--- config.mk ---
export PLATFORM = sky130hd
export DESIGN_NAME = sparse_softmax_cross_entropy
export DESIGN_NICKNAME = d
export VERILOG_FILES = /design/src/sv/ssce_pkg.sv /design/src/sv/sparse_softmax_cross_entropy.sv
export SDC_FILE = /design/constraint.sdc
export NUM_CORES = 2
export LEC_CHECK = 0
export BUFFER_PORTS_ARGS = -buffer_cell sky130_fd_sc_hd__buf_4
export CAP_MARGIN = 20
export CORE_ASPECT_RATIO = 0.6
export CORE_MARGIN = 2
export CORE_UTILIZATION = 28
export CTS_CLUSTER_SIZE = 8
export DETAILED_ROUTE_END_ITERATION = 16
export GPL_ROUTABILITY_DRIVEN = 0
export SETUP_SLACK_MARGIN = 0.4
export SYNTH_ARGS = -nofsm -noshare
export SYNTH_HDL_FRONTEND = slang
export SYNTH_SLANG_ARGS = --single-unit
--- constraint.sdc ---
create_clock -name clk -period 17.9 [get_ports clk]
set_input_delay 3.58 -clock clk [delete_from_list [all_inputs] [get_ports clk]]
set_output_delay 3.58 -clock clk [all_outputs]
set_load 0.005 [all_outputs]
--- src/sv/ssce_pkg.sv ---
// Shared constants for the sparse softmax cross-entropy block.
package ssce_pkg;

  // Sizing
  localparam int MAX_CLASSES = 1024;
  localparam int MAX_IGNORES = 4;
  localparam int NUM_IGN_REGS = 4;
  localparam int CLS_W = $clog2(MAX_CLASSES + 1);
  localparam int CMP_W = (CLS_W > 16) ? CLS_W : 16;

  // Field widths
  localparam int PROB_W = 17;
  localparam int LABEL_W = 16;
  localparam int VALUE_W = 18;
  localparam int CFG_IDX_W = 3;
  localparam int CFG_DATA_W = 16;
  localparam int IGN_CNT_W = 3;

  // Configuration register indexes
  localparam logic [CFG_IDX_W-1:0] REG_MODE      = 3'd0;
  localparam logic [CFG_IDX_W-1:0] REG_IGN_COUNT = 3'd1;
  localparam logic [CFG_IDX_W-1:0] REG_IGN_A     = 3'd2;
  localparam logic [CFG_IDX_W-1:0] REG_IGN_B     = 3'd3;
  localparam logic [CFG_IDX_W-1:0] REG_IGN_C     = 3'd4;
  localparam logic [CFG_IDX_W-1:0] REG_IGN_D     = 3'd5;

  // Logarithm unit
  localparam int FRAC_BITS = 24;
  localparam int STEP_W = $clog2(FRAC_BITS);
  localparam int EXP_W = 5;
  localparam int NEG_W = 29;
  localparam logic [31:0] LN2_Q32 = 32'd2977044472;
  localparam logic [PROB_W-1:0] ONE_Q16 = 17'h10000;

endpackage

--- src/sv/sparse_softmax_cross_entropy.sv ---
// Sparse softmax cross-entropy: per-class gradient or per-position loss, iterative log unit.
//
// Input channel (in_valid / in_stall): one class probability per item, classes in
// order, each item tagged with the position's label and a last-class flag.
// Result channel (out_valid / out_stall): value, counted, label_error, end_of_position.
// Configuration (cfg_we / cfg_index / cfg_wdata): mode, ignore count, ignore labels a..d;
// to be written only while the block is idle; the block itself does not enforce this.
//
// Gradient mode: every item yields a result in the cycle after it is accepted; a new item
// is taken each cycle while the result register drains.
// Loss mode: only the last item of a position yields a result. Ignored positions and
// label errors answer in the cycle after acceptance. Otherwise -ln(p) runs on a single
// shared 32x32 multiplier under a small sequencer: normalize (one bit shift per cycle),
// repeated squaring for the 24 fraction bits of log2, one subtract, one scaling multiply
// and rounding. The input channel stalls until the result is handed over; other items of
// the position yield no result and do not start the sequencer.
// Reset is synchronous (rst_n low): configuration returns to its reset values, the
// position state clears and the result register empties.
// While the receiver stalls, the result holds and new items stall once a result waits.
module sparse_softmax_cross_entropy
  import ssce_pkg::*;
(
  input  logic                        clk,
  input  logic                        rst_n,
  input  logic                        in_valid,
  output logic                        in_stall,
  input  logic        [PROB_W-1:0]    in_probability,
  input  logic signed [LABEL_W-1:0]   in_target_label,
  input  logic                        in_last_class,
  output logic                        out_valid,
  input  logic                        out_stall,
  output logic signed [VALUE_W-1:0]   out_value,
  output logic                        out_counted,
  output logic                        out_label_error,
  output logic                        out_end_of_position,
  input  logic                        cfg_we,
  input  logic        [CFG_IDX_W-1:0] cfg_index,
  input  logic        [CFG_DATA_W-1:0] cfg_wdata
);

  // Sequencer states
  localparam logic [2:0] ST_IDLE = 3'd0;
  localparam logic [2:0] ST_NORM = 3'd1;
  localparam logic [2:0] ST_SQ   = 3'd2;
  localparam logic [2:0] ST_NEG  = 3'd3;
  localparam logic [2:0] ST_MUL  = 3'd4;
  localparam logic [2:0] ST_RND  = 3'd5;

  logic [2:0]             state_r, state_nxt;
  logic                   mode_r, mode_nxt;
  logic [IGN_CNT_W-1:0]   ign_count_r, ign_count_nxt;
  logic [LABEL_W-1:0]     ign_label_r [NUM_IGN_REGS];
  logic [LABEL_W-1:0]     ign_label_nxt [NUM_IGN_REGS];
  logic [CLS_W-1:0]       class_index_r, class_index_nxt;
  logic [PROB_W-1:0]      capt_prob_r, capt_prob_nxt;
  logic                   seen_r, seen_nxt;

  logic [31:0]            x_r, x_nxt;
  logic [EXP_W-1:0]       exp_r, exp_nxt;
  logic [FRAC_BITS-1:0]   frac_r, frac_nxt;
  logic [STEP_W-1:0]      step_r, step_nxt;
  logic [NEG_W-1:0]       neg_r, neg_nxt;
  logic [63:0]            prod_r, prod_nxt;

  logic                   out_valid_r, out_valid_nxt;
  logic [VALUE_W-1:0]     out_value_r, out_value_nxt;
  logic                   out_counted_r, out_counted_nxt;
  logic                   out_lerr_r, out_lerr_nxt;
  logic                   out_eop_r, out_eop_nxt;

  // Shared multiplier
  logic [31:0]            mul_a, mul_b;
  logic [63:0]            mul_p;

  logic                   accept;
  logic                   out_free;
  logic [PROB_W-1:0]      prob_c;
  logic [LABEL_W-1:0]     lbl_u;
  logic [IGN_CNT_W-1:0]   ign_eff;
  logic                   ignored;
  logic                   match;
  logic                   seen_now;
  logic [PROB_W-1:0]      capt_now;
  logic [PROB_W-1:0]      prob_floor;
  logic [32:0]            sq_t;
  logic [63:0]            rnd_sum;
  logic [19:0]            rnd_q;

  assign out_free = !out_valid_r || !out_stall;
  assign in_stall = (state_r != ST_IDLE) || !out_free;
  assign accept   = in_valid && !in_stall;

  assign out_valid           = out_valid_r;
  assign out_value           = $signed(out_value_r);
  assign out_counted         = out_counted_r;
  assign out_label_error     = out_lerr_r;
  assign out_end_of_position = out_eop_r;

  // Pick multiplier operands: squaring or final ln2 scaling
  always_comb begin
    if (state_r == ST_MUL) begin
      mul_a = {{(32-NEG_W){1'b0}}, neg_r};
      mul_b = LN2_Q32;
    end else begin
      mul_a = x_r;
      mul_b = x_r;
    end
  end
  assign mul_p = mul_a * mul_b;
  assign sq_t  = mul_p[63:31];

  assign rnd_sum = prod_r + (64'd1 << 43);
  assign rnd_q   = rnd_sum[63:44];

  // Classify the incoming item
  always_comb begin
    prob_c = (in_probability > ONE_Q16) ? ONE_Q16 : in_probability;
    lbl_u  = $unsigned(in_target_label);
    ign_eff = (ign_count_r > IGN_CNT_W'(MAX_IGNORES)) ? IGN_CNT_W'(MAX_IGNORES) : ign_count_r;
    ignored = 1'b0;
    for (int k = 0; k < MAX_IGNORES; k++) begin
      if ((IGN_CNT_W'(k) < ign_eff) && (ign_label_r[k] == lbl_u)) begin
        ignored = 1'b1;
      end
    end
    match = !lbl_u[LABEL_W-1] && (class_index_r < CLS_W'(MAX_CLASSES))
            && (CMP_W'(lbl_u) == CMP_W'(class_index_r));
    seen_now   = seen_r || match;
    capt_now   = match ? prob_c : capt_prob_r;
    prob_floor = (capt_now == '0) ? PROB_W'(1) : capt_now;
  end

  // Next-state logic
  always_comb begin
    state_nxt       = state_r;
    mode_nxt        = mode_r;
    ign_count_nxt   = ign_count_r;
    ign_label_nxt   = ign_label_r;
    class_index_nxt = class_index_r;
    capt_prob_nxt   = capt_prob_r;
    seen_nxt        = seen_r;
    x_nxt           = x_r;
    exp_nxt         = exp_r;
    frac_nxt        = frac_r;
    step_nxt        = step_r;
    neg_nxt         = neg_r;
    prod_nxt        = prod_r;
    out_valid_nxt   = out_valid_r;
    out_value_nxt   = out_value_r;
    out_counted_nxt = out_counted_r;
    out_lerr_nxt    = out_lerr_r;
    out_eop_nxt     = out_eop_r;

    // Drop a result once taken
    if (out_valid_r && !out_stall) begin
      out_valid_nxt = 1'b0;
    end

    // Configuration writes
    if (cfg_we) begin
      unique case (cfg_index)
        REG_MODE:      mode_nxt = cfg_wdata[0];
        REG_IGN_COUNT: ign_count_nxt = cfg_wdata[IGN_CNT_W-1:0];
        REG_IGN_A:     ign_label_nxt[0] = cfg_wdata;
        REG_IGN_B:     ign_label_nxt[1] = cfg_wdata;
        REG_IGN_C:     ign_label_nxt[2] = cfg_wdata;
        REG_IGN_D:     ign_label_nxt[3] = cfg_wdata;
        default:       ;
      endcase
    end

    unique case (state_r)
      ST_IDLE: begin
        if (accept) begin
          // Advance the position state
          if (in_last_class) begin
            class_index_nxt = '0;
            capt_prob_nxt   = '0;
            seen_nxt        = 1'b0;
          end else begin
            capt_prob_nxt = capt_now;
            seen_nxt      = seen_now;
            if (class_index_r < CLS_W'(MAX_CLASSES)) begin
              class_index_nxt = class_index_r + CLS_W'(1);
            end
          end

          if (mode_r) begin
            // Gradient result for every item
            out_valid_nxt   = 1'b1;
            out_value_nxt   = ignored ? '0
                              : (VALUE_W'(prob_c) - (match ? VALUE_W'(ONE_Q16) : '0));
            out_counted_nxt = !ignored;
            out_lerr_nxt    = !ignored && in_last_class && !seen_now;
            out_eop_nxt     = in_last_class;
          end else if (in_last_class) begin
            if (!ignored && seen_now) begin
              // Start the logarithm
              x_nxt     = {prob_floor, 15'b0};
              exp_nxt   = EXP_W'(16);
              frac_nxt  = '0;
              step_nxt  = '0;
              state_nxt = ST_NORM;
            end else begin
              out_valid_nxt   = 1'b1;
              out_value_nxt   = '0;
              out_counted_nxt = !ignored;
              out_lerr_nxt    = !ignored && !seen_now;
              out_eop_nxt     = 1'b1;
            end
          end
        end
      end

      ST_NORM: begin
        // Shift left one bit a cycle until the leading one reaches bit 31
        if (x_r[31]) begin
          state_nxt = ST_SQ;
        end else begin
          x_nxt   = {x_r[30:0], 1'b0};
          exp_nxt = exp_r - EXP_W'(1);
        end
      end

      ST_SQ: begin
        // One fraction bit of log2 per squaring
        x_nxt    = sq_t[32] ? sq_t[32:1] : sq_t[31:0];
        frac_nxt = {frac_r[FRAC_BITS-2:0], sq_t[32]};
        step_nxt = step_r + STEP_W'(1);
        if (step_r == STEP_W'(FRAC_BITS - 1)) begin
          state_nxt = ST_NEG;
        end
      end

      ST_NEG: begin
        neg_nxt   = (NEG_W'(1) << 28) - {exp_r, frac_r};
        state_nxt = ST_MUL;
      end

      ST_MUL: begin
        prod_nxt  = mul_p;
        state_nxt = ST_RND;
      end

      ST_RND: begin
        // Round, saturate and hand over once the result register is free
        if (out_free) begin
          out_valid_nxt   = 1'b1;
          out_value_nxt   = (rnd_q > 20'd65535) ? VALUE_W'(65535) : VALUE_W'(rnd_q);
          out_counted_nxt = 1'b1;
          out_lerr_nxt    = 1'b0;
          out_eop_nxt     = 1'b1;
          state_nxt       = ST_IDLE;
        end
      end

      default: state_nxt = ST_IDLE;
    endcase
  end

  // Control and configuration registers
  always_ff @(posedge clk) begin
    if (!rst_n) begin
      state_r       <= ST_IDLE;
      mode_r        <= 1'b0;
      ign_count_r   <= '0;
      for (int k = 0; k < NUM_IGN_REGS; k++) begin
        ign_label_r[k] <= '1;
      end
      class_index_r <= '0;
      capt_prob_r   <= '0;
      seen_r        <= 1'b0;
      out_valid_r   <= 1'b0;
    end else begin
      state_r       <= state_nxt;
      mode_r        <= mode_nxt;
      ign_count_r   <= ign_count_nxt;
      ign_label_r   <= ign_label_nxt;
      class_index_r <= class_index_nxt;
      capt_prob_r   <= capt_prob_nxt;
      seen_r        <= seen_nxt;
      out_valid_r   <= out_valid_nxt;
    end
  end

  // Datapath registers
  always_ff @(posedge clk) begin
    x_r             <= x_nxt;
    exp_r           <= exp_nxt;
    frac_r          <= frac_nxt;
    step_r          <= step_nxt;
    neg_r           <= neg_nxt;
    prod_r          <= prod_nxt;
    out_value_r     <= out_value_nxt;
    out_counted_r   <= out_counted_nxt;
    out_lerr_r      <= out_lerr_nxt;
    out_eop_r       <= out_eop_nxt;
  end

endmodule

==> summary.txt <==
STA
  • Final Setup Violations: 0
  • Tcrit/Tclk final: 71.9%
  • FMAX: between 70 and 80 MHz
  • Final hold vios: 0
  • Final min period: between 10 and 15 ns
  • Setup TNS: 0 ns
  • RSZ-0062 raised after global routing: false
  • Slew @ Worst Pin: 1.20 ns
  • Clock skew: 0.0280 ns
  • Fin. max-slew vios: 0
  • Rel. slew slack: approximately a fifth

Global route
  • Vias in the first global route: 36000
  • Antenna violations before repair: 16
  • Global Route Usage Sum: 20.4%
  • First-pass GRT wire length: about 240000 um
  • GRT Residual Overflow: 0
  • Largest net degree at the start of global routing: 92

Hold path
  • Hold Crit Start: ign_label_r[37]
  • Hold depth: 2
  • Hold Path Class: flop to flop
  • Hold Path Sink: ign_label_r[37]

Finish
  • Most frequent cells in the layout: 989 x inv_1, 895 x fa_1, 673 x nand2_1, 358 x nor2_1, 266 x ha_1
  • Share of cells above drive strength 1: a little under 6%
  • Final #Nets: roughly 6000
  • Fin cells: 6972
  • Fill count: approximately 16000
  • Leading cell type in the layout, fill and taps excluded: inv_1
  • Area grow syn2layout: 9.23%

Clock network
  • Later-pin clock latency in the skew report: 0.51 ns
  • Worst-case clock buffer depth: 3
  • Number of sinks on the clock net: 238
  • CTS Buf Count: 35
  • Post-CTS sizing: 0
  • H-tree levels: 2
  • CTS Hold Buffers Added: 0
  • Post-CTS Setup Inserts: 0
  • CTS tree: done
  • Clock Root Buffer: clkbuf_16
  • CTS clk-pin slew, worst paths: ~0.05 ns

Detailed routing
  • # DRC: 0
  • DR vias: 35900
  • Antenna-violating nets left: 0
  • Routed WL: 165000 um
  • Drt via density: 5.15
  • TritonRoute pass-1 iters: 9
  • Avg WL per Cell: 23.6 um
  • Drt initial violations: around 4700

Floorplanning
  • IO Count: 81
  • Die ar.: 160000 um^2
  • Die height: 311 um
  • Core ar.: about 160000 um^2
  • Core Rows: 112
  • Starting Density: 28.2%
  • Die X: 516 um

Worst setup path
  • Worst Setup End Kind: flop
  • CP max FO: roughly 60
  • Reg2Reg Capture Point: x_r[22]
  • Worst setup SP type: flop
  • Arrival @ worst endpoint: 13.22 ns
  • Worst reg2reg path depth: 28
  • Reg-to-reg slack, setup: 5.03 ns
  • Required @ worst endpoint: between 15 and 20 ns
  • Crit path kind: flop to flop
  • Reg-to-reg startpoint: state_r[1]
  • Slowest CP cell: dfxtp_1
  • CP most frequent cell: fa_1
  • CP peak stage delay: 0.95 ns

Power and ir drop
  • P_leak: 23.8 nW
  • Worst VDD drop: 46.1 uV
  • P per Cell Area: between 20 and 30 nW/um^2

Place
  • Cells after DPL: 6905
  • IO Port Bufs: 80
  • Placed wire-length estimate: 129000 um

Synthesis
  • Sequential area share after synthesis: ~14%
  • Number of synthesized register bits: 238
  • Mean area per synthesized cell: 9.00 um^2
  • Ys async rst share: 0%
  • Main synth FF type: edfxtp_1
  • Post-Syn Nets: 6112
  • Yosys cell types: 86
  • Mapped Area: 44000 um^2
  • Yosys warns: 0
  • Synth Instances: 4893
  • Post-synth EDFFs: 137

Flow run
  • Maximum Capacitance Violations: 0

Status
  • Run status: finished, final reports clean
## power by group
group          internal [mW]  switching (mW)  total, mW
Sequential             0.583         0.00513      0.588
Clock                  0.383           0.239      0.622
Combinational         0.0811           0.150      0.231
## layer usage
layer / global-route usage (%) / routed length [um] / part of all wire, % / vias to the layer above
met5: 0.566 / 294 / 0.18 / -
met4: 4.12 / 4560 / 2.8 / 24
met3: 11.3 / 30600 / 19 / 353
met2: 25.5 / 59600 / 36 / 2457
met1: 29.9 / 69800 / 42 / 18100
li1: - / - / - / 14900
## registers in the layout, summed over array words and instances (netlist names)
register	cells
capt_prob_r	17
class_index_r	11
exp_r	5
frac_r	24
ign_count_r	3
ign_label_r	64
mode_r	1
neg_r	29
out_counted	1
out_end_of_position	1
out_label_error	1
out_valid	1
out_value	18
prod_r	21
seen_r	1
state_r	3
step_r	5
x_r	32
## cells by family (layout without fill, tap and decap cells)
group,count (synthesis),after routing,synth area share [%]
AO/OA/AOI/OAI,374,374,5.53
XOR/XNOR,162,162,3.22
AND/OR/NAND/NOR,1660,1660,17.5
other,0,4,0
flip-flops,238,238,13.9
buffers and inverters,1270,1236,10.9
multiplexers,28,28,0.640
adder cells (fa/ha/maj),1161,1161,48.3
## cell type report
type | instances | area (um^2) | area share [%]
diodes | 4 | 10.0 | 0.0208
flip-flops and latches | 238 | 6140 | 12.8
multi-input cells | 3385 | 33100 | 68.9
clock buffers | 59 | 1020 | 2.12
inverters | 993 | 3730 | 7.76
well taps | 2109 | 2640 | 5.49
repair buffers | 184 | 1410 | 2.93
## worst max path at each step
| stage | slack, ns | from | endpoint | cells past startpoint |
|---|---|---|---|---|
| after floorplan | 8.33 | state_r[2] | x_r[27] | 31 |
| after global placement | 5.51 | state_r[1] | x_r[27] | 27 |
| after detailed placement | 5.58 | state_r[1] | x_r[29] | 28 |
| after CTS | 5.50 | state_r[1] | x_r[28] | 28 |
| after global routing | 4.56 | state_r[1] | x_r[28] | 28 |
| final | 5.03 | state_r[1] | x_r[22] | 28 |
## worst max-delay path, delay by kind of cell (launching register included)
kind,cells,cell delay (ns)
AO/OA/AOI/OAI,7,2.29
adder cells (fa/ha/maj),9,4.47
buffers and inverters,6,1.95
flip-flops,1,0.95
AND/OR/NAND/NOR,6,2.95
## metrics by stage
stage	total power, mW	instance area, um^2	setup slack (ns)	hold slack (ns)	util, %
after floorplan	0.734	44000	8.33	0.454	-
after global placement	0.816	47000	5.51	0.467	30.1
after detailed placement	0.816	47000	5.58	0.475	30.2
after CTS	1.44	48000	5.50	0.484	30.8
after global routing	1.49	48100	4.56	0.500	30.8
final	1.44	48100	5.03	0.481	30.9
## synthesized netlist by cell type (25+ instances only)
| cell | number | share of area (%) |
|---|---|---|
| xor2_1 | 57 | 1.1 |
| mux2i_1 | 27 | 0.61 |
| nor2b_1 | 36 | 0.51 |
| xnor2_1 | 105 | 2.1 |
| clkbuf_1 | 250 | 2.1 |
| nand2_1 | 673 | 5.7 |
| nand3_1 | 100 | 1.1 |
| a21o_1 | 41 | 0.70 |
| inv_1 | 990 | 8.4 |
| dfxtp_1 | 101 | 4.6 |
| a31oi_1 | 26 | 0.37 |
| and2_1 | 45 | 0.64 |
| or2_2 | 27 | 0.38 |
| o21ai_0 | 76 | 0.86 |
| nor3_1 | 25 | 0.28 |
| ha_1 | 266 | 7.6 |
| and3_1 | 258 | 3.7 |
| a21oi_1 | 112 | 1.3 |
| nand4_1 | 41 | 0.58 |
| fa_1 | 895 | 41 |
| edfxtp_1 | 137 | 9.3 |
| nor2_1 | 368 | 3.1 |
(Power assumes the default switching activity.)
